## config.mk

```make
export PLATFORM = sky130hd
export DESIGN_NAME = ams_mem
export DESIGN_NICKNAME = d
export VERILOG_FILES = /design/src/rtl/accumulator_machine_step_assert.svh /design/src/rtl/ams_pkg.sv /design/src/rtl/ams_mem.sv
export SDC_FILE = /design/constraint.sdc
export NUM_CORES = 2
export LEC_CHECK = 0
export BUFFER_PORTS_ARGS = -buffer_cell sky130_fd_sc_hd__buf_2
export CAP_MARGIN = 25
export CORE_MARGIN = 3
export CORE_UTILIZATION = 40
export CTS_CLUSTER_SIZE = 30
export DETAILED_ROUTE_END_ITERATION = 10
export PLACE_DENSITY = 0.6
export SLEW_MARGIN = 20
export SYNTH_ARGS = -nofsm -noshare
export SYNTH_HDL_FRONTEND = slang
export SYNTH_SLANG_ARGS = --single-unit
```

## constraint.sdc

```tcl
create_clock -name clk -period 3.5 [get_ports clk]
set_clock_uncertainty 0.05 [all_clocks]
set_input_delay 0.35 -clock clk [delete_from_list [all_inputs] [get_ports clk]]
set_output_delay 0.35 -clock clk [all_outputs]
set_load 0.02 [all_outputs]
```

## src/rtl/accumulator_machine_step_assert.svh

```systemverilog
// Assertion macros for the accumulator machine.
// Included by the top level; no other dependencies.
`ifndef ACCUMULATOR_MACHINE_STEP_ASSERT_SVH
`define ACCUMULATOR_MACHINE_STEP_ASSERT_SVH
`ifndef SYNTHESIS
`define AMS_ASSERT(label, clk, rst_n, prop, msg) \
	label: assert property (@(posedge clk) disable iff (!rst_n) prop) else $error(msg);
`define AMS_ASSERT_NEVER(label, clk, rst_n, cond, msg) \
	label: assert property (@(posedge clk) disable iff (!rst_n) !(cond)) else $error(msg);
`else
`define AMS_ASSERT(label, clk, rst_n, prop, msg)
`define AMS_ASSERT_NEVER(label, clk, rst_n, cond, msg)
`endif
`endif

```

## src/rtl/ams_pkg.sv

```systemverilog
`timescale 1ns / 1ps
// Shared types and constants of the accumulator machine.
// No dependencies; imported by every module of the block.
package ams_pkg;

	localparam int CNT_W  = 7;
	localparam int WORD_W = 32;

	localparam logic [1:0] KIND_LOAD  = 2'd0;
	localparam logic [1:0] KIND_STEP  = 2'd1;
	localparam logic [1:0] KIND_CLEAR = 2'd2;
	localparam logic [1:0] KIND_SPARE = 2'd3;

	localparam logic [5:0] OP_READ   = 6'd10;
	localparam logic [5:0] OP_WRITE  = 6'd11;
	localparam logic [5:0] OP_LOAD   = 6'd20;
	localparam logic [5:0] OP_STORE  = 6'd21;
	localparam logic [5:0] OP_ADD    = 6'd30;
	localparam logic [5:0] OP_SUB    = 6'd31;
	localparam logic [5:0] OP_DIV    = 6'd32;
	localparam logic [5:0] OP_MUL    = 6'd33;
	localparam logic [5:0] OP_MOD    = 6'd34;
	localparam logic [5:0] OP_POW    = 6'd36;
	localparam logic [5:0] OP_BRANCH = 6'd40;
	localparam logic [5:0] OP_BRNEG  = 6'd41;
	localparam logic [5:0] OP_BRZERO = 6'd42;
	localparam logic [5:0] OP_HALT   = 6'd43;
	// console string opcode, executed as a no-op
	localparam logic [5:0] OP_STRING = 6'd50;

	// floor(n / 100) = (n * MAGIC) >> 37 for any n below 2^32
	localparam logic [30:0] DIV100_MAGIC = 31'h51EB851F;
	localparam int          DIV100_SHIFT = 37;
	localparam int          PROD_W       = 62;

	typedef enum logic [2:0] {
		ERR_NONE  = 3'd0,
		ERR_DIV0  = 3'd1,
		ERR_MOD0  = 3'd2,
		ERR_RANGE = 3'd3,
		ERR_POW0  = 3'd4
	} err_t;

	typedef enum logic [2:0] {
		ST_IDLE,
		ST_FETCH,
		ST_DECODE,
		ST_EXEC,
		ST_DIV,
		ST_POW,
		ST_DONE
	} state_t;

	typedef struct packed {
		logic [1:0]              kind;
		logic [CNT_W-1:0]        address;
		logic signed [WORD_W-1:0] value;
		logic signed [WORD_W-1:0] read_value;
	} item_t;

	typedef struct packed {
		logic                     running;
		logic                     out_valid;
		logic signed [WORD_W-1:0] out_data;
		logic                     read_taken;
		logic [2:0]               error;
		logic [CNT_W-1:0]         counter_now;
		logic signed [WORD_W-1:0] accumulator_now;
	} result_t;

	typedef struct packed {
		logic              start;
		logic [WORD_W-1:0] dividend;
		logic [WORD_W-1:0] divisor;
	} div_req_t;

	typedef struct packed {
		logic              busy;
		logic              done;
		logic [WORD_W-1:0] quotient;
		logic [WORD_W-1:0] remainder;
	} div_rsp_t;

	typedef struct packed {
		logic              start;
		logic [WORD_W-1:0] base;
		logic [WORD_W-1:0] expo;
	} pow_req_t;

	typedef struct packed {
		logic              busy;
		logic              done;
		logic [WORD_W-1:0] result;
	} pow_rsp_t;

	function automatic logic is_mem_op(input logic [5:0] op);
		logic hit;
		hit = 1'b0;
		case (op) inside
			OP_READ, OP_WRITE, OP_LOAD, OP_STORE, OP_ADD, OP_SUB,
			OP_DIV, OP_MUL, OP_MOD, OP_POW: hit = 1'b1;
			default: hit = 1'b0;
		endcase
		return hit;
	endfunction

endpackage

```

## src/rtl/ams_mem.sv

```systemverilog
`timescale 1ns / 1ps
// Word store: one write port, one registered read port, valid bit per entry.
// Entries never written since reset or clear read as zero. Uses ams_pkg.
module ams_mem #(
	parameter int DEPTH = 100,
	parameter int AW    = 7
) (
	input  logic                      clk,
	input  logic                      arst_n,
	input  logic                      clear,
	input  logic                      we,
	input  logic [AW-1:0]             waddr,
	input  logic [ams_pkg::WORD_W-1:0] wdata,
	input  logic [AW-1:0]             raddr,
	output logic [ams_pkg::WORD_W-1:0] rdata
);
	import ams_pkg::*;

	logic [WORD_W-1:0] mem_q [DEPTH];
	logic [DEPTH-1:0]  vld_q;
	logic [WORD_W-1:0] rd_q;
	logic              rv_q;

	always_ff @(posedge clk) begin
		if (we) begin
			mem_q[waddr] <= wdata;
		end
		rd_q <= mem_q[raddr];
	end

	always_ff @(posedge clk or negedge arst_n) begin
		if (!arst_n) begin
			vld_q <= '0;
			rv_q  <= 1'b0;
		end else begin
			rv_q <= vld_q[raddr];
			if (clear) begin
				vld_q <= '0;
			end else if (we) begin
				vld_q[waddr] <= 1'b1;
			end
		end
	end

	assign rdata = rv_q ? rd_q : '0;

endmodule

```

**Yosys cells after proc, flatten, opt, wreduce, memory -nomap -nowiden**

Memory sizes are Yosys's and may differ from the RTL's. A register that Yosys moved wholly into a read port is not among the register bits.
Cells that the tools add are included.

- Memories kept: 1
- Bits of input ports: 50
- Flip-flop bits (word level): 101
- Output and inout port bits: 32
- Logic and storage cells: 18
- RAM bits: 3,200

Memories:

| memory | depth | width | rd ports | clocked after Yosys merged registers in | write ports | RTL line | source |
|---|---|---|---|---|---|---|---|
| mem_q | 100 | 32 | 1 | 1 | 1 | ams_mem.sv:19 | `logic [WORD_W-1:0] mem_q [DEPTH];` |

- Magnitude comparators: 3
- Reduce and logical (&&, ||, !) cells: 2
- Bitwise gates (word level): 1
- Muxes and demuxes: 9

Operator list:

| kind | count |
|---|---|
| two-way mux 100 bit | 2 |
| bitwise OR 100 bit | 1 |
| two-way mux 32 bit | 1 |
| less-than comparator 7 x 8 -> 1 bit, second input constant | 2 |
| binary-select mux 1 bit (select 7 bit) | 1 |
| demux 1 bit (select 7 bit) | 1 |
| >= comparator 7 x 1 -> 1 bit, second input constant | 1 |
| two-way mux 1 bit | 4 |
| nonzero test 2 bit | 1 |
| logical AND 1 bit | 1 |

**Longest topological paths before layout**

- Word-level depth: 7
- Mapped depth: 11
- Mapped depth without buffers: 6

**Worst setup path before layout**

OpenSTA, ideal clock, no wires.

- Kind: input -> register
- Start point: input port waddr[5]
- End point: memory mem_q[57][0], enable pin
- Path buffers: 0
- Arrival: 3.243 ns
- Library setup time: 0.463 ns
- Slack: -0.257 ns
- Stages: 4
- Data required time: 2.987 ns
- Cells stage by stage: nor2b_1 nand4_1 or2_2 nor3_1

RTL lines:

| item | RTL line | source |
|---|---|---|
| from (decl) | ams_mem.sv:12 | `input logic [AW-1:0] waddr,` |
| to (decl) | ams_mem.sv:19 |  |

No word-level cell before the write port.

==> key figures <==
Outcome
  • Failing checks: negative hold slack
  • Status: finished, violations left

Critical path
  • CP Max Fanout: 18
  • R2R Path End: rd_q[7]
  • Reg2reg start: mem_q[87][7]
  • Critical Path Start: raddr[5]
  • CP Data Arrival Time: 3.77 ns
  • Setup crit start kind: primary input
  • Reg2Reg Setup Slack: 0.90 ns
  • Crit Path Category: primary input to flop
  • CP required: 4.15 ns
  • R2R depth: 5
  • Setup crit end kind: flop

Place
  • Placed insts: 10,068
  • Detailed placer's ending HPWL: 213,000 microns
  • Placer Congestion: 0.902
  • Port buffer count: 81

Timing
  • Final period util: between 80% and 90%
  • Setup TNS: 0 ns
  • Slew Limit Headroom: 25.3%
  • Final critical-path required period: 3.12 ns
  • Pins Over Slew Limit: 0
  • Final hold violation count: 1
  • Fmax: ~0.32 GHz
  • Min Hold Slack: -0.00118 ns
  • RSZ-0062 raised after global routing: no
  • Worst-margin pin slew: ~1.1 ns
  • # setup viols final: 0

Logic synthesis
  • Synthesized instance count: 5,689
  • Ys flop type: edfxtp_1
  • Top-area cell type share of the netlist area: about three quarters
  • FFs w/ async S/R, synth: 3.03%
  • Yosys warns: 0
  • Synth top cells by count: edfxtp_1 (3,200), mux4_2 (850), nor2_1 (328), mux2i_1 (240), buf_2 (105)
  • Synthesized net count: 5,739
  • Mapped Area: approximately 130,000 sq um
  • Cell variety after synth: 57
  • Synth top area cells: edfxtp_1 (75%), mux4_2 (15%), dfrtp_1 (2.0%), mux2i_1 (1.9%), nor2_1 (0.96%)
  • Post-synthesis sequential area ratio: between 70 and 80%
  • Yosys reg bits: between 3,000 and 4,000
  • EDFF count, synth: 3,200
  • Syn Area/Cell: 22.5 sq um
  • Top-count cell post-synth: edfxtp_1
  • Area leader, netlist: edfxtp_1

Global route
  • First-pass GRT wire length: 505,000 microns
  • Antenna violations before repair: 40
  • Number of global-route vias before repair: 63,014
  • Tot GR Track Use: around 22%
  • Largest net degree at the start of global routing: roughly 100
  • GRT overflow: 0

Clock network
  • CTS Hold Bufs: 14
  • CTS tree: built
  • Cts bufs inserted: 338
  • CTS Buffer Depth: 4
  • # H-tree levels: 5
  • Post-CTS sizing: 0
  • Post-CTS Repair Setup Buffers: 0
  • Num Clock Sinks: 3,333
  • CTS clk-pin slew, worst paths: 0.06 ns
  • Clock root buffer: clkbuf_16
  • Clock Latency Late Sink: 0.91 ns

Floorplanning
  • Initial Util: 40.4%
  • Die Y: 571 microns
  • Die area: 327,000 sq um
  • Die width: 571 microns
  • IO Count: 82
  • Core area: 317,000 sq um
  • # rows: 206

Route
  • DRT antenna net count: 0
  • Vias post-DR: 63,767
  • 1st-pass router iterations: 9
  • Routed WL per cell: 34.0 microns
  • Uppermost layer routed: met5
  • Post-Route M1 WL: 143,000 microns
  • Avg Vias per Cell: 5.95
  • Iter 0 DRT Violations: 8,742
  • Metal2 WL: 172,000 microns
  • WL met3: 33,500 microns
  • Routed Wire Length: 364,000 microns
  • # DRC: 0

Worst hold path
  • Worst Hold End: mem_q[23][17]
  • Worst hold path class: primary input to flop
  • Worst hold start: wdata[17]
  • Hold depth: 1

Power
  • PD cells: between 500 and 600 nW/um^2
  • Max IR drop VDD: 0.401 mV
  • Leak pwr: 47.2 nW

Job
  • MaxCap Viol Count: 0

Finish
  • Syn-to-layout area delta: 16.0%
  • Fill cells: 25,731
  • Final core occ: 46.9%
  • Share of cells above drive strength 1: 30.4%
  • Final cell count without fillers: around 11,000
  • Total Nets Final: 6,324
[cell usage in the layout, fill, tap and decap left out, types with 7 or more instances in the layout]
master / instances
mux2_2: 24
bufinv_16: 20
o221ai_1: 12
a31oi_1: 24
nor2b_1: 68
buf_2: 45
dlygate4sd3_1: 20
clkbuf_16: 341
clkinv_1: 66
buf_16: 7
nand2_1: 71
o22ai_1: 54
o21ai_0: 17
buf_4: 364
a221oi_1: 7
edfxtp_1: 3200
a21oi_1: 69
inv_6: 7
nor3_1: 22
diode_2: 21
inv_16: 8
dfxtp_1: 32
a211oi_1: 84
nand3_1: 32
a22oi_1: 38
nor2_4: 97
mux4_2: 850
buf_12: 111
nor2_1: 230
dfrtp_1: 100
clkbuf_1: 77
clkbuf_8: 20
mux2i_1: 240
and2_1: 34
clkinv_2: 53
[cell families (layout without fill, tap and decap cells)]
family	count (synthesis)	count (layout)	synth area share [%]
buffers and inverters	316	1165	1.48
other	0	21	0
AND/OR/NAND/NOR	586	586	2.03
multiplexers	1114	1114	17.1
flip-flops	3333	3333	77.6
AO/OA/AOI/OAI	340	340	1.80
[per-layer routing]
layer / GRT usage, % / up-vias
met3: 4.12 / 625
met5: 0.456 / -
met1: 31.0 / 34666
li1: - / 25168
met2: 34.8 / 3290
met4: 8.09 / 18
[power by group]
part           leakage, nW  switching, mW  internal (mW)  total (mW)
logic                 11.6           2.97           1.68        4.65
clock network         5.20           15.1           19.9        35.0
registers             30.4         0.0794           43.9        44.0
[flip-flops by register name, indices dropped and copies added (netlist names)]
name and count:
mem_q 3200, rd_q 32, rv_q 1, vld_q 100
[worst max-delay path, stage by stage]
cell and delay [ns]:
dlygate4sd3_1 0.52, buf_2 0.48, nand3b_1 0.56, buf_4 0.44
o22ai_1 0.55, nor3_1 0.10, buf_4 0.19, a211oi_1 0.51
[final cells by class]
cell class	instances	area (sq um)	share of cell area (%)
flip-flops and latches	3333	99300	66.9
multi-input cells	2040	27500	18.5
clock buffers	438	9100	6.13
repair buffers	554	5660	3.81
well taps	4160	5200	3.51
clock inverters	166	1540	1.04
diodes	21	52.6	0.0354
inverters	7	31.3	0.0211
[worst max path at each step]
stage	endpoint	slack, ns	cells after the start
global route	rd_q[22]	0.46	8
global placement	rd_q[7]	-0.22	8
detailed placement	rd_q[7]	-0.17	8
CTS	rd_q[22]	0.49	8
finish	rd_q[22]	0.38	8
floorplan	mem_q[26][0]	0.47	5
[stage by stage]
stage	total power [mW]	instance area [sq um]	worst slack (ns)
4_1_cts	84.1	148000	0.487
3_3_place_gp	49.4	137000	-0.216
5_1_grt	85.9	148000	0.456
3_5_place_dp	49.5	137000	-0.171
2_1_floorplan	47.0	128000	0.468
6_report	83.6	148000	0.382
Power figures use the tool's default switching activity.
