$ cat src/rtl/accumulator_machine_step_assert.svh
// Assertion macros for the accumulator machine.
// Included by the top level; no other dependencies.
`ifndef ACCUMULATOR_MACHINE_STEP_ASSERT_SVH
`define ACCUMULATOR_MACHINE_STEP_ASSERT_SVH
`ifndef SYNTHESIS
`define AMS_ASSERT(label, clk, rst_n, prop, msg) \
	label: assert property (@(posedge clk) disable iff (!rst_n) prop) else $error(msg);
`define AMS_ASSERT_NEVER(label, clk, rst_n, cond, msg) \
	label: assert property (@(posedge clk) disable iff (!rst_n) !(cond)) else $error(msg);
`else
`define AMS_ASSERT(label, clk, rst_n, prop, msg)
`define AMS_ASSERT_NEVER(label, clk, rst_n, cond, msg)
`endif
`endif

$ cat src/rtl/ams_pkg.sv
`timescale 1ns / 1ps
// Shared types and constants of the accumulator machine.
// No dependencies; imported by every module of the block.
package ams_pkg;

	localparam int CNT_W  = 7;
	localparam int WORD_W = 32;

	localparam logic [1:0] KIND_LOAD  = 2'd0;
	localparam logic [1:0] KIND_STEP  = 2'd1;
	localparam logic [1:0] KIND_CLEAR = 2'd2;
	localparam logic [1:0] KIND_SPARE = 2'd3;

	localparam logic [5:0] OP_READ   = 6'd10;
	localparam logic [5:0] OP_WRITE  = 6'd11;
	localparam logic [5:0] OP_LOAD   = 6'd20;
	localparam logic [5:0] OP_STORE  = 6'd21;
	localparam logic [5:0] OP_ADD    = 6'd30;
	localparam logic [5:0] OP_SUB    = 6'd31;
	localparam logic [5:0] OP_DIV    = 6'd32;
	localparam logic [5:0] OP_MUL    = 6'd33;
	localparam logic [5:0] OP_MOD    = 6'd34;
	localparam logic [5:0] OP_POW    = 6'd36;
	localparam logic [5:0] OP_BRANCH = 6'd40;
	localparam logic [5:0] OP_BRNEG  = 6'd41;
	localparam logic [5:0] OP_BRZERO = 6'd42;
	localparam logic [5:0] OP_HALT   = 6'd43;
	// console string opcode, executed as a no-op
	localparam logic [5:0] OP_STRING = 6'd50;

	// floor(n / 100) = (n * MAGIC) >> 37 for any n below 2^32
	localparam logic [30:0] DIV100_MAGIC = 31'h51EB851F;
	localparam int          DIV100_SHIFT = 37;
	localparam int          PROD_W       = 62;

	typedef enum logic [2:0] {
		ERR_NONE  = 3'd0,
		ERR_DIV0  = 3'd1,
		ERR_MOD0  = 3'd2,
		ERR_RANGE = 3'd3,
		ERR_POW0  = 3'd4
	} err_t;

	typedef enum logic [2:0] {
		ST_IDLE,
		ST_FETCH,
		ST_DECODE,
		ST_EXEC,
		ST_DIV,
		ST_POW,
		ST_DONE
	} state_t;

	typedef struct packed {
		logic [1:0]              kind;
		logic [CNT_W-1:0]        address;
		logic signed [WORD_W-1:0] value;
		logic signed [WORD_W-1:0] read_value;
	} item_t;

	typedef struct packed {
		logic                     running;
		logic                     out_valid;
		logic signed [WORD_W-1:0] out_data;
		logic                     read_taken;
		logic [2:0]               error;
		logic [CNT_W-1:0]         counter_now;
		logic signed [WORD_W-1:0] accumulator_now;
	} result_t;

	typedef struct packed {
		logic              start;
		logic [WORD_W-1:0] dividend;
		logic [WORD_W-1:0] divisor;
	} div_req_t;

	typedef struct packed {
		logic              busy;
		logic              done;
		logic [WORD_W-1:0] quotient;
		logic [WORD_W-1:0] remainder;
	} div_rsp_t;

	typedef struct packed {
		logic              start;
		logic [WORD_W-1:0] base;
		logic [WORD_W-1:0] expo;
	} pow_req_t;

	typedef struct packed {
		logic              busy;
		logic              done;
		logic [WORD_W-1:0] result;
	} pow_rsp_t;

	function automatic logic is_mem_op(input logic [5:0] op);
		logic hit;
		hit = 1'b0;
		case (op) inside
			OP_READ, OP_WRITE, OP_LOAD, OP_STORE, OP_ADD, OP_SUB,
			OP_DIV, OP_MUL, OP_MOD, OP_POW: hit = 1'b1;
			default: hit = 1'b0;
		endcase
		return hit;
	endfunction

endpackage

$ cat src/rtl/ams_div.sv
`timescale 1ns / 1ps
// Signed truncating divider, restoring, one quotient bit per cycle.
// Uses ams_pkg request and response structs.
module ams_div (
	input  logic              clk,
	input  logic              arst_n,
	input  ams_pkg::div_req_t req,
	output ams_pkg::div_rsp_t rsp
);
	import ams_pkg::*;

	localparam int STEP_W = $clog2(WORD_W + 1);

	logic              busy_q;
	logic [STEP_W-1:0] step_q;
	logic [WORD_W-1:0] rem_q, quo_q, dvs_q;
	logic              negq_q, negr_q;
	logic [WORD_W:0]   trial, diff;

	assign trial = {rem_q, quo_q[WORD_W-1]};
	assign diff  = trial - {1'b0, dvs_q};

	always_ff @(posedge clk or negedge arst_n) begin
		if (!arst_n) begin
			busy_q <= 1'b0;
			step_q <= '0;
		end else if (req.start) begin
			busy_q <= 1'b1;
			step_q <= STEP_W'(WORD_W);
		end else if (busy_q) begin
			if (step_q == '0) begin
				busy_q <= 1'b0;
			end else begin
				step_q <= step_q - 1'b1;
			end
		end
	end

	always_ff @(posedge clk) begin
		if (req.start) begin
			quo_q  <= req.dividend[WORD_W-1] ? -req.dividend : req.dividend;
			dvs_q  <= req.divisor[WORD_W-1] ? -req.divisor : req.divisor;
			rem_q  <= '0;
			negq_q <= req.dividend[WORD_W-1] ^ req.divisor[WORD_W-1];
			negr_q <= req.dividend[WORD_W-1];
		end else if (busy_q && step_q != '0) begin
			if (!diff[WORD_W]) begin
				rem_q <= diff[WORD_W-1:0];
				quo_q <= {quo_q[WORD_W-2:0], 1'b1};
			end else begin
				rem_q <= trial[WORD_W-1:0];
				quo_q <= {quo_q[WORD_W-2:0], 1'b0};
			end
		end
	end

	assign rsp.busy      = busy_q;
	assign rsp.done      = busy_q && step_q == '0;
	assign rsp.quotient  = negq_q ? -quo_q : quo_q;
	assign rsp.remainder = negr_q ? -rem_q : rem_q;

endmodule

$ cat config.mk
export PLATFORM = sky130hd
export DESIGN_NAME = ams_div
export DESIGN_NICKNAME = d
export VERILOG_FILES = /design/src/rtl/accumulator_machine_step_assert.svh /design/src/rtl/ams_pkg.sv /design/src/rtl/ams_div.sv
export SDC_FILE = /design/constraint.sdc
export NUM_CORES = 1
export LEC_CHECK = 0
export ABC_AREA = 0
export ABC_CLOCK_PERIOD_IN_PS = 6400
export BUFFER_PORTS_ARGS = -buffer_cell sky130_fd_sc_hd__buf_2
export CORE_ASPECT_RATIO = 1.5
export CORE_MARGIN = 5
export CORE_UTILIZATION = 40
export CTS_BUF_LIST = sky130_fd_sc_hd__clkbuf_8 sky130_fd_sc_hd__clkbuf_16
export DETAILED_ROUTE_END_ITERATION = 8
export GPL_ROUTABILITY_DRIVEN = 0
export HOLD_SLACK_MARGIN = 0.06
export SYNTH_ARGS = -nofsm -noshare
export SYNTH_HDL_FRONTEND = slang
export SYNTH_SLANG_ARGS = --single-unit
$ cat constraint.sdc
create_clock -name clk -period 6.4 [get_ports clk]
set_input_delay 0.96 -clock clk [delete_from_list [all_inputs] [get_ports clk]]
set_output_delay 0.96 -clock clk [all_outputs]
set_load 0.005 [all_outputs]
=== Yosys cells after proc, flatten, opt, wreduce, memory -nomap -nowiden ===
Cells that the tools add are included.

* Add/sub/neg operators: 6
* Equal/unequal tests: 1
* Muxes and demuxes: 14
* Bitwise gates (word level): 1
* Reductions and logical operators: 7

{| class="wikitable"
|+ Operators with widths
! operator !! number
|-
| $mux W32 || 6
|-
| $neg A32 Y32 || 4
|-
| $sub A33 B32 Y33 || 1
|-
| $mux W31 || 1
|-
| $mux W6 || 3
|-
| $logic_not A6 Y1 || 1
|-
| $reduce_bool A6 Y1 || 1
|-
| $sub A6 B1 Y6 const B || 1
|-
| $mux W1 || 4
|-
| $reduce_bool A2 Y1 || 2
|-
| $logic_and A1 B1 Y1 || 2
|-
| $ne A2 B2 Y1 const B || 1
|-
| $reduce_and A2 Y1 || 1
|-
| $xor A1 B1 Y1 || 1
|}

* Bits in registers: 105

=== Depth between registers and ports, before layout ===
* Depth after elaboration: 4
* Gate-level depth with buffers: 13

=== Least setup slack after synthesis ===
No wires, ideal clock.

* Path type: reg-to-output
* Start point: register quo_q[10]
* End point: output rsp[61] (netlist bit)
* Arrival: 3.397 ns
* Required time: 5.440 ns
* Slack: 2.043 ns
* Cell stages (with the launch flop): 10
* Path buffers: 0
* Cells stage by stage: edfxtp_1 -> nor4_2 -> nand4_1 -> or4_1 -> or4_4 -> or4_1 -> or4_4 -> or4_4 -> o41ai_2 -> xnor2_1

{| class="wikitable"
|+ RTL lines
! what !! line !! text
|-
| start, declared || ams_div.sv:16 || <nowiki>logic [WORD_W-1:0] rem_q, quo_q, dvs_q;</nowiki>
|-
| start signal, assigned || ams_div.sv:41 || <nowiki>quo_q <= req.dividend[WORD_W-1] ? -req.dividend : req.dividend;</nowiki>
|-
| start signal, assigned || ams_div.sv:49 || <nowiki>quo_q <= {quo_q[WORD_W-2:0], 1'b1};</nowiki>
|-
| start signal, assigned || ams_div.sv:52 || <nowiki>quo_q <= {quo_q[WORD_W-2:0], 1'b0};</nowiki>
|-
| end, declared || ams_div.sv:8 || <nowiki>output ams_pkg::div_rsp_t rsp</nowiki>
|}

==> results.txt <==
----------------------------------------------------
[Run status]
  Run status ... finished clean

[Clock tree]
  Clock latency at the later pin of the worst-skew pair ... 0.35 ns
  Cts-stage hold buffer count ... 0
  Max clock buf depth ... 2
  Number of setup buffers added after CTS ... 0
  Post-CTS clock slew at the launch and capture registers of the worst setup and hold paths ... 0.08 ns
  Number of levels the H-tree was split into ... 3
  Total clock buffers created by CTS ... 9
  Clock net sink count ... between 100 and 150
  Clock tree from TritonCTS ... yes
  Resized cells post-CTS ... 0
  Cell at the root of the clock tree ... sky130_fd_sc_hd__clkbuf_16

[Worst setup path]
  Largest stage delay on the critical path ... 0.49 ns
  Critical Path End Type ... primary output
  Worst R2R Setup Slack ... roughly 3.0 ns
  Crit-path cells ... inv_1 -> ha_1 -> or3b_2 -> or4_1 -> nand2b_1 -> or4_1 -> or4_1 -> nor4_1 -> nand3_1 -> o21ai_0 -> xnor2_1 -> buf_2
  Crit path required time ... 5.44 ns
  Cell mode on critical path ... sky130_fd_sc_hd__or4_1
  CP Data Arrival Time ... 4.14 ns
  Startpoint type of the worst setup path ... register
  Largest driver fanout on the critical path ... 5
  Setup Crit Path Kind ... register to primary output
  Cell with the largest stage delay on the worst path ... sky130_fd_sc_hd__or4_1

[Routing]
  Via-per-instance ratio ... 5.35
  Per-cell routed wire length ... 15.1 um
  Final routed DRC violation total ... 0
  First-pass iteration count of the detailed router ... 5
  Routed vias ... 7,273
  Final wirelength ... 20,600 um
  Post-route ant nets ... 0
  Drt first-iter violations ... 395

[Final layout]
  Design Area, Final ... 0.00948 sq mm
  Synth-to-Final Area Change ... 14.4%
  Post-route core utilization ... 46.4%
  Net total in the final layout ... 1,197
  Total inserted antenna cells ... 0
  Commonest cells after routing, fill and taps aside ... sky130_fd_sc_hd__buf_2 (131), sky130_fd_sc_hd__nand2_1 (125), sky130_fd_sc_hd__xnor2_1 (113)
  Leading cell type in the layout, fill and taps excluded ... sky130_fd_sc_hd__buf_2
  Fraction of final layout cells with drive strength greater than 1 ... 15.7%
  Number of inserted filler cells in the final layout ... between 2,000 and 2,500

[Yosys]
  Combinational family with the most area after synthesis ... compound AO/OA/AOI/OAI gates
  Leading register cell type out of synthesis ... sky130_fd_sc_hd__edfxtp_1
  Synth async-reset ratio ... 6.67%
  Post-synthesis simple-gate area fraction ... roughly a fifth
  Warnings, synthesis ... 0
  Share of synthesized cell area in full adder, half adder and majority cells ... 5.98%
  Count of cell types in the netlist ... 59
  Instance count of the mapped netlist ... roughly 990
  Share of synthesized area spent on multiplexers ... less than 1%
  Compound-gate portion of the synthesized area ... 20.8%
  Most area-hungry cell type in the Yosys netlist ... sky130_fd_sc_hd__edfxtp_1
  Number of synthesized register bits ... 105
  Number of nets produced by synthesis ... 1,092
  Number of synthesized flops with an enable pin ... 66
  Mapped Area ... roughly 0.0083 sq mm
  Mean instance size in the synthesized netlist ... 8.40 sq um
  Share of synthesized area occupied by flip-flops and latches ... approximately a third
  Top post-synthesis cells by area ... sky130_fd_sc_hd__edfxtp_1 (24%), sky130_fd_sc_hd__xnor2_1 (12%), sky130_fd_sc_hd__dfxtp_1 (7.7%)
  Area fraction of the dominant cell type after synthesis ... 23.9%
  Xor and xnor area share after synthesis ... 15.8%

[Floorplan]
  Initial cell density of the core ... 40.6%
  Die H ... between 150 and 200 um
  Die outline width ... ~130 um
  Die Area ... 0.0237 sq mm
  Number of ports placed on the die boundary ... 133
  Placeable core area ... around 0.020 sq mm
  Placement row count ... 64

[STA]
  FMAX ... approximately 0.2 GHz
  Clock skew ... around 0.015 ns
  Worst max-slew margin expressed relative to the limit ... roughly a third
  Final number of setup-violating endpoints ... 0
  Period Utilization, post-route ... ~80%
  Setup TNS Final ... 0 ns
  Tmin final ... 5.10 ns
  Transition time of the tightest slew-check pin ... 0.999 ns
  Final max-slew violation count ... 0
  RSZ-0062 raised after global routing ... no
  Final hold viol count ... 0

[Global routing]
  Total track usage ... 17.0%
  Global-route wire length before repair ... 33,400 um
  Via count of the first global-routing pass ... just under 7,000
  Total gr overflow ... 0
  Initial antenna violation count ... 0
  Pin count of the biggest net entering global routing ... 82

[Pwr]
  Static leakage ... 0.00384 uW
  PwrDens ... roughly 460 mW/mm^2
  Maximum ir drop on the vdd rail ... between 0.15 and 0.2 mV

[Run]
  Max-cap violations ... 0

[Placed design]
  Cell area after placement ... 0.00917 sq mm
  Number of port buffers ... 132
  DPL Wire Length ... between 15,000 and 20,000 um

[Min path]
  Hold Path Class ... input pin to asynchronous set/reset pin

----------------------------------------------------
==> report_power, final <==
group | total [uW] | switching (uW) | internal (uW)
Combinational | 2590 | 1430 | 1160
Clock | 583 | 271 | 312
Sequential | 1230 | 293 | 934
==> worst max-delay path: cells and delay by family, from the launching register on <==
| kind | cells | cell delay [ns] |
|---|---|---|
| AOI/OAI and AO/OA | 1 | 0.27 |
| xor gates and xnor gates | 1 | 0.15 |
| adders and majority gates | 1 | 0.14 |
| buffers and inverters | 2 | 0.23 |
| DFF | 1 | 0.46 |
| and+or+nand+nor | 7 | 2.54 |
==> through the flow <==
| stage | setup slack [ns] | total power, uW | hold slack [ns] | cells |
|---|---|---|---|---|
| 6_report | 1.30 | 4400 | 0.426 | 1360 |
| 5_1_grt | 0.968 | 4790 | 0.428 | 1360 |
| 3_5_place_dp | 1.67 | 3860 | 0.516 | 1344 |
| 3_3_place_gp | 1.73 | 3840 | 0.513 | 1344 |
| 4_1_cts | 1.28 | 4450 | 0.426 | 1360 |
| 2_1_floorplan | 2.04 | 2960 | 0.475 | 986 |
==> cell type report <==
cell class                 instances  area, sq um  share of cell area (%)
timing repair buffer             137          701                    7.39
clock inverter                     7         86.3                   0.911
clock buffer                       9          225                    2.38
multi-input combinational        786         5140                    54.3
tap                              264          330                    3.49
inverter                          52          195                    2.06
sequential                       105         2800                    29.5
==> synth_stat cells, drive strengths merged (13+ instances only) <==
library cell	number
ha	38
nor2	79
nor3	18
xor2	34
o31ai	35
o41ai	15
or4	23
or3	17
xnor2	115
nand2	125
o21ai	67
a311oi	16
edfxtp	66
inv	52
dfxtp	32
a21oi	77
clkbuf	37
nand2b	13
==> flip-flops by register name, indices dropped and copies added (netlist names) <==
signal and cells:
negr_q 1, busy_q 1, quo_q 32, negq_q 1
step_q 6, rem_q 32, dvs_q 32
==> path summary, 6_finish.rpt <==
check,startpoint,to,cells past startpoint
min reg2reg,step_q[5],step_q[5],2
max,quo_q[0],rsp[62],12
max reg2reg,quo_q[31],rem_q[8],12
min,arst_n,step_q[2],1
min in group clk,step_q[5],step_q[5],2
max in group asynchronous,arst_n,busy_q,1
==> metal layers <==
metal | up-vias | routed length (um) | GRT usage [%]
met5 | - | 0 | 0
li1 | 3770 | - | -
met2 | 154 | 10400 | 31.0
met3 | 18 | 809 | 1.83
met1 | 3331 | 8970 | 21.0
met4 | 0 | 419 | 5.54
==> cell families (layout without fill, tap and decap cells) <==
group                    count (synthesis)  in the layout
XOR/XNOR                               149            149
AO/OA/AOI/OAI                          270            270
AND/OR/NAND/NOR                        324            324
adder cells (fa/ha/maj)                 39             39
buffers and inverters                   95            205
multiplexers                             4              4
flip-flops                             105            105
Power figures use the tool's default switching activity.
