`config.mk`:
```
export PLATFORM = sky130hd
export DESIGN_NAME = ams_pow
export DESIGN_NICKNAME = d
export VERILOG_FILES = /design/src/rtl/accumulator_machine_step_assert.svh /design/src/rtl/ams_pkg.sv /design/src/rtl/ams_pow.sv
export SDC_FILE = /design/constraint.sdc
export NUM_CORES = 1
export LEC_CHECK = 0
export BUFFER_PORTS_ARGS = -buffer_cell sky130_fd_sc_hd__buf_2
export CORE_MARGIN = 3
export CORE_UTILIZATION = 50
export DETAILED_ROUTE_END_ITERATION = 8
export PLACE_DENSITY = 0.77
export SLEW_MARGIN = 15
export SYNTH_ARGS = -nofsm -noshare
export SYNTH_HDL_FRONTEND = slang
export SYNTH_SLANG_ARGS = --single-unit
export TNS_END_PERCENT = 50
```
`constraint.sdc`:
```
create_clock -name clk -period 24.1 [get_ports clk]
set_clock_uncertainty 0.2 [all_clocks]
set_input_delay 2.41 -clock clk [delete_from_list [all_inputs] [get_ports clk]]
set_output_delay 2.41 -clock clk [all_outputs]
set_load 0.03 [all_outputs]
```
`src/rtl/accumulator_machine_step_assert.svh`:
```
// Assertion macros for the accumulator machine.
// Included by the top level; no other dependencies.
`ifndef ACCUMULATOR_MACHINE_STEP_ASSERT_SVH
`define ACCUMULATOR_MACHINE_STEP_ASSERT_SVH
`ifndef SYNTHESIS
`define AMS_ASSERT(label, clk, rst_n, prop, msg) \
	label: assert property (@(posedge clk) disable iff (!rst_n) prop) else $error(msg);
`define AMS_ASSERT_NEVER(label, clk, rst_n, cond, msg) \
	label: assert property (@(posedge clk) disable iff (!rst_n) !(cond)) else $error(msg);
`else
`define AMS_ASSERT(label, clk, rst_n, prop, msg)
`define AMS_ASSERT_NEVER(label, clk, rst_n, cond, msg)
`endif
`endif

```
`src/rtl/ams_pkg.sv`:
```
`timescale 1ns / 1ps
// Shared types and constants of the accumulator machine.
// No dependencies; imported by every module of the block.
package ams_pkg;

	localparam int CNT_W  = 7;
	localparam int WORD_W = 32;

	localparam logic [1:0] KIND_LOAD  = 2'd0;
	localparam logic [1:0] KIND_STEP  = 2'd1;
	localparam logic [1:0] KIND_CLEAR = 2'd2;
	localparam logic [1:0] KIND_SPARE = 2'd3;

	localparam logic [5:0] OP_READ   = 6'd10;
	localparam logic [5:0] OP_WRITE  = 6'd11;
	localparam logic [5:0] OP_LOAD   = 6'd20;
	localparam logic [5:0] OP_STORE  = 6'd21;
	localparam logic [5:0] OP_ADD    = 6'd30;
	localparam logic [5:0] OP_SUB    = 6'd31;
	localparam logic [5:0] OP_DIV    = 6'd32;
	localparam logic [5:0] OP_MUL    = 6'd33;
	localparam logic [5:0] OP_MOD    = 6'd34;
	localparam logic [5:0] OP_POW    = 6'd36;
	localparam logic [5:0] OP_BRANCH = 6'd40;
	localparam logic [5:0] OP_BRNEG  = 6'd41;
	localparam logic [5:0] OP_BRZERO = 6'd42;
	localparam logic [5:0] OP_HALT   = 6'd43;
	// console string opcode, executed as a no-op
	localparam logic [5:0] OP_STRING = 6'd50;

	// floor(n / 100) = (n * MAGIC) >> 37 for any n below 2^32
	localparam logic [30:0] DIV100_MAGIC = 31'h51EB851F;
	localparam int          DIV100_SHIFT = 37;
	localparam int          PROD_W       = 62;

	typedef enum logic [2:0] {
		ERR_NONE  = 3'd0,
		ERR_DIV0  = 3'd1,
		ERR_MOD0  = 3'd2,
		ERR_RANGE = 3'd3,
		ERR_POW0  = 3'd4
	} err_t;

	typedef enum logic [2:0] {
		ST_IDLE,
		ST_FETCH,
		ST_DECODE,
		ST_EXEC,
		ST_DIV,
		ST_POW,
		ST_DONE
	} state_t;

	typedef struct packed {
		logic [1:0]              kind;
		logic [CNT_W-1:0]        address;
		logic signed [WORD_W-1:0] value;
		logic signed [WORD_W-1:0] read_value;
	} item_t;

	typedef struct packed {
		logic                     running;
		logic                     out_valid;
		logic signed [WORD_W-1:0] out_data;
		logic                     read_taken;
		logic [2:0]               error;
		logic [CNT_W-1:0]         counter_now;
		logic signed [WORD_W-1:0] accumulator_now;
	} result_t;

	typedef struct packed {
		logic              start;
		logic [WORD_W-1:0] dividend;
		logic [WORD_W-1:0] divisor;
	} div_req_t;

	typedef struct packed {
		logic              busy;
		logic              done;
		logic [WORD_W-1:0] quotient;
		logic [WORD_W-1:0] remainder;
	} div_rsp_t;

	typedef struct packed {
		logic              start;
		logic [WORD_W-1:0] base;
		logic [WORD_W-1:0] expo;
	} pow_req_t;

	typedef struct packed {
		logic              busy;
		logic              done;
		logic [WORD_W-1:0] result;
	} pow_rsp_t;

	function automatic logic is_mem_op(input logic [5:0] op);
		logic hit;
		hit = 1'b0;
		case (op) inside
			OP_READ, OP_WRITE, OP_LOAD, OP_STORE, OP_ADD, OP_SUB,
			OP_DIV, OP_MUL, OP_MOD, OP_POW: hit = 1'b1;
			default: hit = 1'b0;
		endcase
		return hit;
	endfunction

endpackage

```
`src/rtl/ams_pow.sv`:
```
`timescale 1ns / 1ps
// Square-and-multiply power unit, one shared 32x32 multiplier used in turn for
// multiply and square. Exponent must be non-negative. Uses ams_pkg structs.
module ams_pow (
	input  logic              clk,
	input  logic              arst_n,
	input  ams_pkg::pow_req_t req,
	output ams_pkg::pow_rsp_t rsp
);
	import ams_pkg::*;

	logic              busy_q, phase_q;
	logic [WORD_W-1:0] r_q, sq_q, u_q;
	logic [WORD_W-1:0] mul_a, prod;

	// phase 0 folds the current bit into r, phase 1 squares
	assign mul_a = phase_q ? sq_q : r_q;
	assign prod  = WORD_W'(mul_a * sq_q);

	always_ff @(posedge clk or negedge arst_n) begin
		if (!arst_n) begin
			busy_q  <= 1'b0;
			phase_q <= 1'b0;
		end else if (req.start) begin
			busy_q  <= 1'b1;
			phase_q <= 1'b0;
		end else if (busy_q) begin
			if (u_q == '0) begin
				busy_q <= 1'b0;
			end else begin
				phase_q <= !phase_q;
			end
		end
	end

	always_ff @(posedge clk) begin
		if (req.start) begin
			r_q  <= WORD_W'(1);
			sq_q <= req.base;
			u_q  <= req.expo;
		end else if (busy_q && u_q != '0) begin
			if (!phase_q) begin
				if (u_q[0]) begin
					r_q <= prod;
				end
			end else begin
				sq_q <= prod;
				u_q  <= u_q >> 1;
			end
		end
	end

	assign rsp.busy   = busy_q;
	assign rsp.done   = busy_q && u_q == '0;
	assign rsp.result = r_q;

endmodule

```
After elaboration in Yosys (flattened, before gate mapping)
Index checks and enable logic that the tools add are counted.
{"block": "word_totals", "register_bits": 98, "inputBits": 67, "out_inout_bits": 34, "wordCells": 32}
{"block": "classes", "n_mul": 1, "n_eq_ne": 1, "mux": 13, "bitwise": 1, "reduce_logical": 11}
{"op": "two-way mux 32 bit", "count": 7}
{"op": "logical NOT 32 bit", "count": 1}
{"op": "multiplier 32 x 32 -> 32 bit", "count": 1}
{"op": "nonzero test 32 bit", "count": 1}
{"op": "two-way mux 1 bit", "count": 6}
{"op": "nonzero test 2 bit", "count": 3}
{"op": "AND reduction 2 bit", "count": 2}
{"op": "AND reduction 3 bit", "count": 1}
{"op": "logical AND 1 bit", "count": 2}
{"op": "inequality test 2 bit (second input constant)", "count": 1}
{"op": "logical NOT 1 bit", "count": 1}
{"op": "NOT 1 bit", "count": 1}

Longest topological paths before layout
{"block": "logic_depth", "depth_word": 5, "depth_mapped": 30, "mapped_depth_nobuf": 27}

Least setup slack after synthesis
OpenSTA, ideal clock, no wires.
{"block": "synth_path", "kind": "reg2reg", "start": "reg phase_q", "end": "reg sq_q[30], data pin", "setup_ns": 0.267, "t_arrival_ns": 7.557, "required_ns": 23.633, "setup_slack_ns": 16.076, "stages_incl_launch_ff": 29, "n_path_buf": 4, "synth_period_minus_slack_ns": 8.024, "cell_sequence": "dfrtp_1 -> buf_6 -> buf_6 -> buf_6 -> mux2_2 -> clkbuf_1 -> and2_1 -> fa_1 -> inv_1 -> fa_1 -> fa_1 -> fa_1 -> inv_1 -> fa_1 -> inv_1 -> fa_1 -> inv_1 -> fa_1 -> fa_1 -> ha_1 -> a21o_1 -> a21o_1 -> a21o_1 -> a211o_1 -> a2111oi_2 -> o21bai_1 -> a211oi_1 -> xor2_1 -> o21ai_0"}
{"block": "synth_between", "elab_chain_cells": 5}
{"element": "from (decl)", "line": "ams_pow.sv:12", "text": "logic busy_q, phase_q;"}
{"element": "from (signal assigned)", "line": "ams_pow.sv:31", "text": "phase_q <= !phase_q;"}
{"element": "two-way mux 32 bit", "line": "ams_pow.sv:17", "text": "assign mul_a = phase_q ? sq_q : r_q;"}
{"element": "multiplier 32 x 32 -> 32 bit", "line": "ams_pow.sv:18", "text": "assign prod = WORD_W'(mul_a * sq_q);"}
{"element": "two-way mux 32 bit", "line": "ams_pow.sv:42", "text": "if (!phase_q) begin"}
{"element": "two-way mux 32 bit", "line": "ams_pow.sv:41", "text": "end else if (busy_q && u_q != '0) begin"}
{"element": "two-way mux 32 bit", "line": "ams_pow.sv:37", "text": "if (req.start) begin"}
{"element": "to (signal assigned)", "line": "ams_pow.sv:39", "text": "sq_q <= req.base;"}
{"element": "to (signal assigned)", "line": "ams_pow.sv:47", "text": "sq_q <= prod;"}
{"element": "to (decl)", "line": "ams_pow.sv:13", "text": "logic [WORD_W-1:0] r_q, sq_q, u_q;"}
No other way between the ends. The select of a mux whose other input is x is not followed.
A chain may end at the register's enable or synchronous reset.

Final worst setup path
{"block": "layout_path", "start": "reg sq_q[7]", "end": "reg sq_q[30], data pin"}
{"block": "layout_between", "elab_chain_cells": 5}
{"element": "two-way mux 32 bit", "line": "ams_pow.sv:17"}
{"element": "multiplier 32 x 32 -> 32 bit *", "line": "ams_pow.sv:18"}
{"element": "two-way mux 32 bit *", "line": "ams_pow.sv:42"}
{"element": "two-way mux 32 bit *", "line": "ams_pow.sv:41"}
{"element": "two-way mux 32 bit *", "line": "ams_pow.sv:37"}
Mark *: on every way between the ends. The rest lies on a longest branch, timed or not. The select of a mux whose other input is x is not followed.

==> impl_summary.md <==
Timing
The clock period could shrink to 9.08 ns. The worst hold slack after final layout is 0.316 ns. The slew at the pin closest to its max-slew limit is 1.14 ns.

The worst path uses 37.7% of the clock period. In this run the tightest slew margin relative to its limit is 23.8%. The count of final max-slew check failures is 0.

The number of failing hold endpoints at the final stage came to 0. The setup total negative slack is 0 ns. The achievable clock frequency is 0.110 GHz. Setup repair after global routing left no endpoint under its margin. Setup violations remaining at the end of the flow were counted as 0. The slack of the critical path is 15.02 ns.

Floorplan
The core region is 39800 µm². The area enclosed by the die boundary is 42900 µm². The placement row count is 73.

The width of the chip is 207 µm. The count of boundary I/O pins is 101. The die is 207 µm tall.

The effective utilization at floorplan is 50.7%.

Drt
The detailed router finished its first iteration with 988 violations. The first detailed-routing pass ran for 5 iterations. The wire length per cell after detailed routing is 21.0 µm. The routed layout has 14400 vias. The final routed wirelength across all metal layers is 55200 µm.

For this run, design rule violations remaining after detail routing come to 0. The ratio of routed vias to standard cells is 5.48. The remaining number of nets flagged by the antenna check after routing is 1.

Yosys
The netlist area before placement is 20200 µm². The average instance area after synthesis is 9.75 µm². The fraction of synthesis flops using an asynchronous set or reset pin is 2.04%.

In this run, synthesis inferred 64 flip-flops with an integrated enable. Counting flops and latches in the post-synthesis netlist gives 98. The warning count from the yosys run is 0. In the synthesized netlist the dominant register cell turns out to be sky130_fd_sc_hd__edfxtp_1. The number of library cell types mapped by synthesis is 58. The synthesized net count is 2671. The share of the synthesized area in the top cell type is 40.4%. Sequential elements use 12.9% of the synthesized area.

Synthesis produced 2073 cells. Ranked by total cell area, the synthesized netlist is headed by sky130_fd_sc_hd__fa_1 (40%), sky130_fd_sc_hd__and2_1 (10%), sky130_fd_sc_hd__edfxtp_1 (9.5%). The cell taking the most area after synthesis is sky130_fd_sc_hd__fa_1.

Setup path
The type of the worst setup path is flop to flop. The maximum fanout along the worst path is 26. The kind of end point of the critical path is a flop. Counting stages on the worst path, the most repeated cell is sky130_fd_sc_hd__fa_1. The worst setup path is launched from a flop. The origin of the critical flop-to-flop path is sq_q[7]. The slowest cell on the critical path is sky130_fd_sc_hd__edfxtp_1.

At the worst endpoint, the arrival time is 8.97 ns. The delay contributed by the slowest stage of the critical path is 1.11 ns. The critical path starts at sq_q[7].

The critical path data required time is 23.98 ns.

Place
The sum of net half-perimeters after detailed placement is 42600 µm. The final weighted congestion of routability-driven global placement is 0.942. Before CTS, the worst setup slack after placement is 15.10 ns. The port buffer count is 100.

Clock network
In this run the number of H-tree levels came out at 3. After clock tree synthesis, the clock-pin slew on the worst setup and hold paths is 0.08 ns. The clock root buffer is sky130_fd_sc_hd__clkbuf_16. In this run, post-CTS hold repair placed 0 buffers. The post-CTS setup buffer count is 0. Counting along the longest clock path gives a buffer depth of 2. The clock net in this run drives a total of 98 sinks. The total of cells resized after clock tree synthesis is 0. The number of buffers created by CTS is 9. The worst-skew pair later-pin latency is 0.35 ns. TritonCTS built the clock tree.

Finish
The final layout contains 2691 nets. The area occupied by multi-input gates is 15700 µm². From synthesis to final layout, the design area changed by 5.59%.

The area taken by flip-flops and latches is 2610 µm². The library cells used most frequently in the layout, excluding fill and tap cells, are sky130_fd_sc_hd__fa_1 (408), sky130_fd_sc_hd__inv_1 (380), sky130_fd_sc_hd__and2_1 (330). The library cell used most frequently in the layout, excluding fill and tap cells, is sky130_fd_sc_hd__fa_1. Cells with a size suffix above 1 make up 9.82% of the layout. The fill cell total of the finished layout is 3575. The final core utilization is 53.6%.

GRT
Global routing used 26.3% of the available tracks across all layers. The overall overflow remaining after global route is 0. The initial antenna violation count is 4.

The wire length of the first global-routing pass is 88800 µm. Entering global routing, the biggest net connects 78 pins. The number of global-route vias before repair is 16100.

Worst hold path
The worst hold path belongs to the class flop to flop. The worst min-delay path startpoint is r_q[0].

Job
The number of max-cap violations is 0.

Status
The checks that failed: antenna rules. The run finished, with violations left.
[layout make-up]
class                      count  area share, %
antenna                        5         0.0586
clock buffer                  11           1.14
clock inverter                 5          0.211
inverter                     380           6.69
multi-input combinational   1489           73.7
sequential                    98           12.3
tap                          525           3.08
timing repair buffer         115           2.89
[critical path, delay by kind of cell, from the launching register on]
family                     cells  cell delay (ns)
buffers and inverters          5             0.31
xor gates and xnor gates       1             0.17
adders and majority gates      9             4.17
muxes                          1             0.80
and+or+nand+nor                1             0.16
AOI/OAI and AO/OA              8             1.89
DFF                            1             1.11
[routing by layer]
layer | up-vias | track usage [%] | part of all wire, %
met3 | 146 | 5.60 | 8.6
li1 | 6304 | - | -
met1 | 7315 | 34.7 | 40
met4 | 4 | 10.4 | 4.4
met2 | 632 | 42.9 | 47
met5 | - | 0 | 0.038
[cells in the mapped netlist, types with 3 or more instances]
| library cell | number |
|---|---|
| sky130_fd_sc_hd__a21o_1 | 19 |
| sky130_fd_sc_hd__nor3b_1 | 4 |
| sky130_fd_sc_hd__mux2_2 | 62 |
| sky130_fd_sc_hd__nand2_1 | 204 |
| sky130_fd_sc_hd__nand3_1 | 6 |
| sky130_fd_sc_hd__dfxtp_1 | 32 |
| sky130_fd_sc_hd__inv_1 | 380 |
| sky130_fd_sc_hd__nor2b_1 | 26 |
| sky130_fd_sc_hd__a21oi_1 | 39 |
| sky130_fd_sc_hd__nor2_1 | 51 |
| sky130_fd_sc_hd__o21ai_0 | 40 |
| sky130_fd_sc_hd__edfxtp_1 | 64 |
| sky130_fd_sc_hd__fa_1 | 408 |
| sky130_fd_sc_hd__mux2i_1 | 7 |
| sky130_fd_sc_hd__nand2b_1 | 9 |
| sky130_fd_sc_hd__xnor2_1 | 61 |
| sky130_fd_sc_hd__nor3_1 | 5 |
| sky130_fd_sc_hd__a211o_1 | 4 |
| sky130_fd_sc_hd__xor2_1 | 23 |
| sky130_fd_sc_hd__and2_1 | 330 |
| sky130_fd_sc_hd__a31oi_1 | 4 |
| sky130_fd_sc_hd__o21a_1 | 13 |
| sky130_fd_sc_hd__nor4_1 | 8 |
| sky130_fd_sc_hd__a211oi_1 | 5 |
| sky130_fd_sc_hd__clkbuf_1 | 98 |
| sky130_fd_sc_hd__nand4_1 | 3 |
| sky130_fd_sc_hd__buf_6 | 6 |
| sky130_fd_sc_hd__ha_1 | 123 |
[path summary, 6_finish.rpt]
kind	cells past startpoint	to	slack, ns
max reg2reg	25	sq_q[30]	15.02
min reg2reg	2	r_q[0]	0.32
max in group asynchronous	1	phase_q	21.94
min	2	r_q[0]	0.32
max	25	sq_q[30]	15.02
min in group asynchronous	1	busy_q	1.64
[sequential cells by signal (all words and copies together) (netlist names)]
name	cells
busy_q	1
sq_q	32
phase_q	1
r_q	32
u_q	32
[cell families (layout without fill, tap and decap cells)]
group | count (synthesis) | after routing | share of synthesized area (%)
and+or+nand+nor | 657 | 657 | 17.3
adders and majority gates | 531 | 531 | 48.0
buffers and inverters | 486 | 511 | 9.29
AOI/OAI and AO/OA | 144 | 144 | 4.66
DFF | 98 | 98 | 12.9
xor gates and xnor gates | 86 | 86 | 3.86
muxes | 71 | 71 | 3.93
other | 0 | 5 | 0
[metrics by stage]
| step | instances | cell area [µm²] |
|---|---|---|
| 2_1_floorplan | 2073 | 20200 |
| 3_3_place_gp | 2607 | 21000 |
| 3_5_place_dp | 2607 | 21000 |
| 4_1_cts | 2623 | 21300 |
| 5_1_grt | 2623 | 21300 |
| 6_report | 2628 | 21300 |
Power is not shown: default switching activity piles up to over one toggle a cycle in this logic, so the estimate is an artifact.
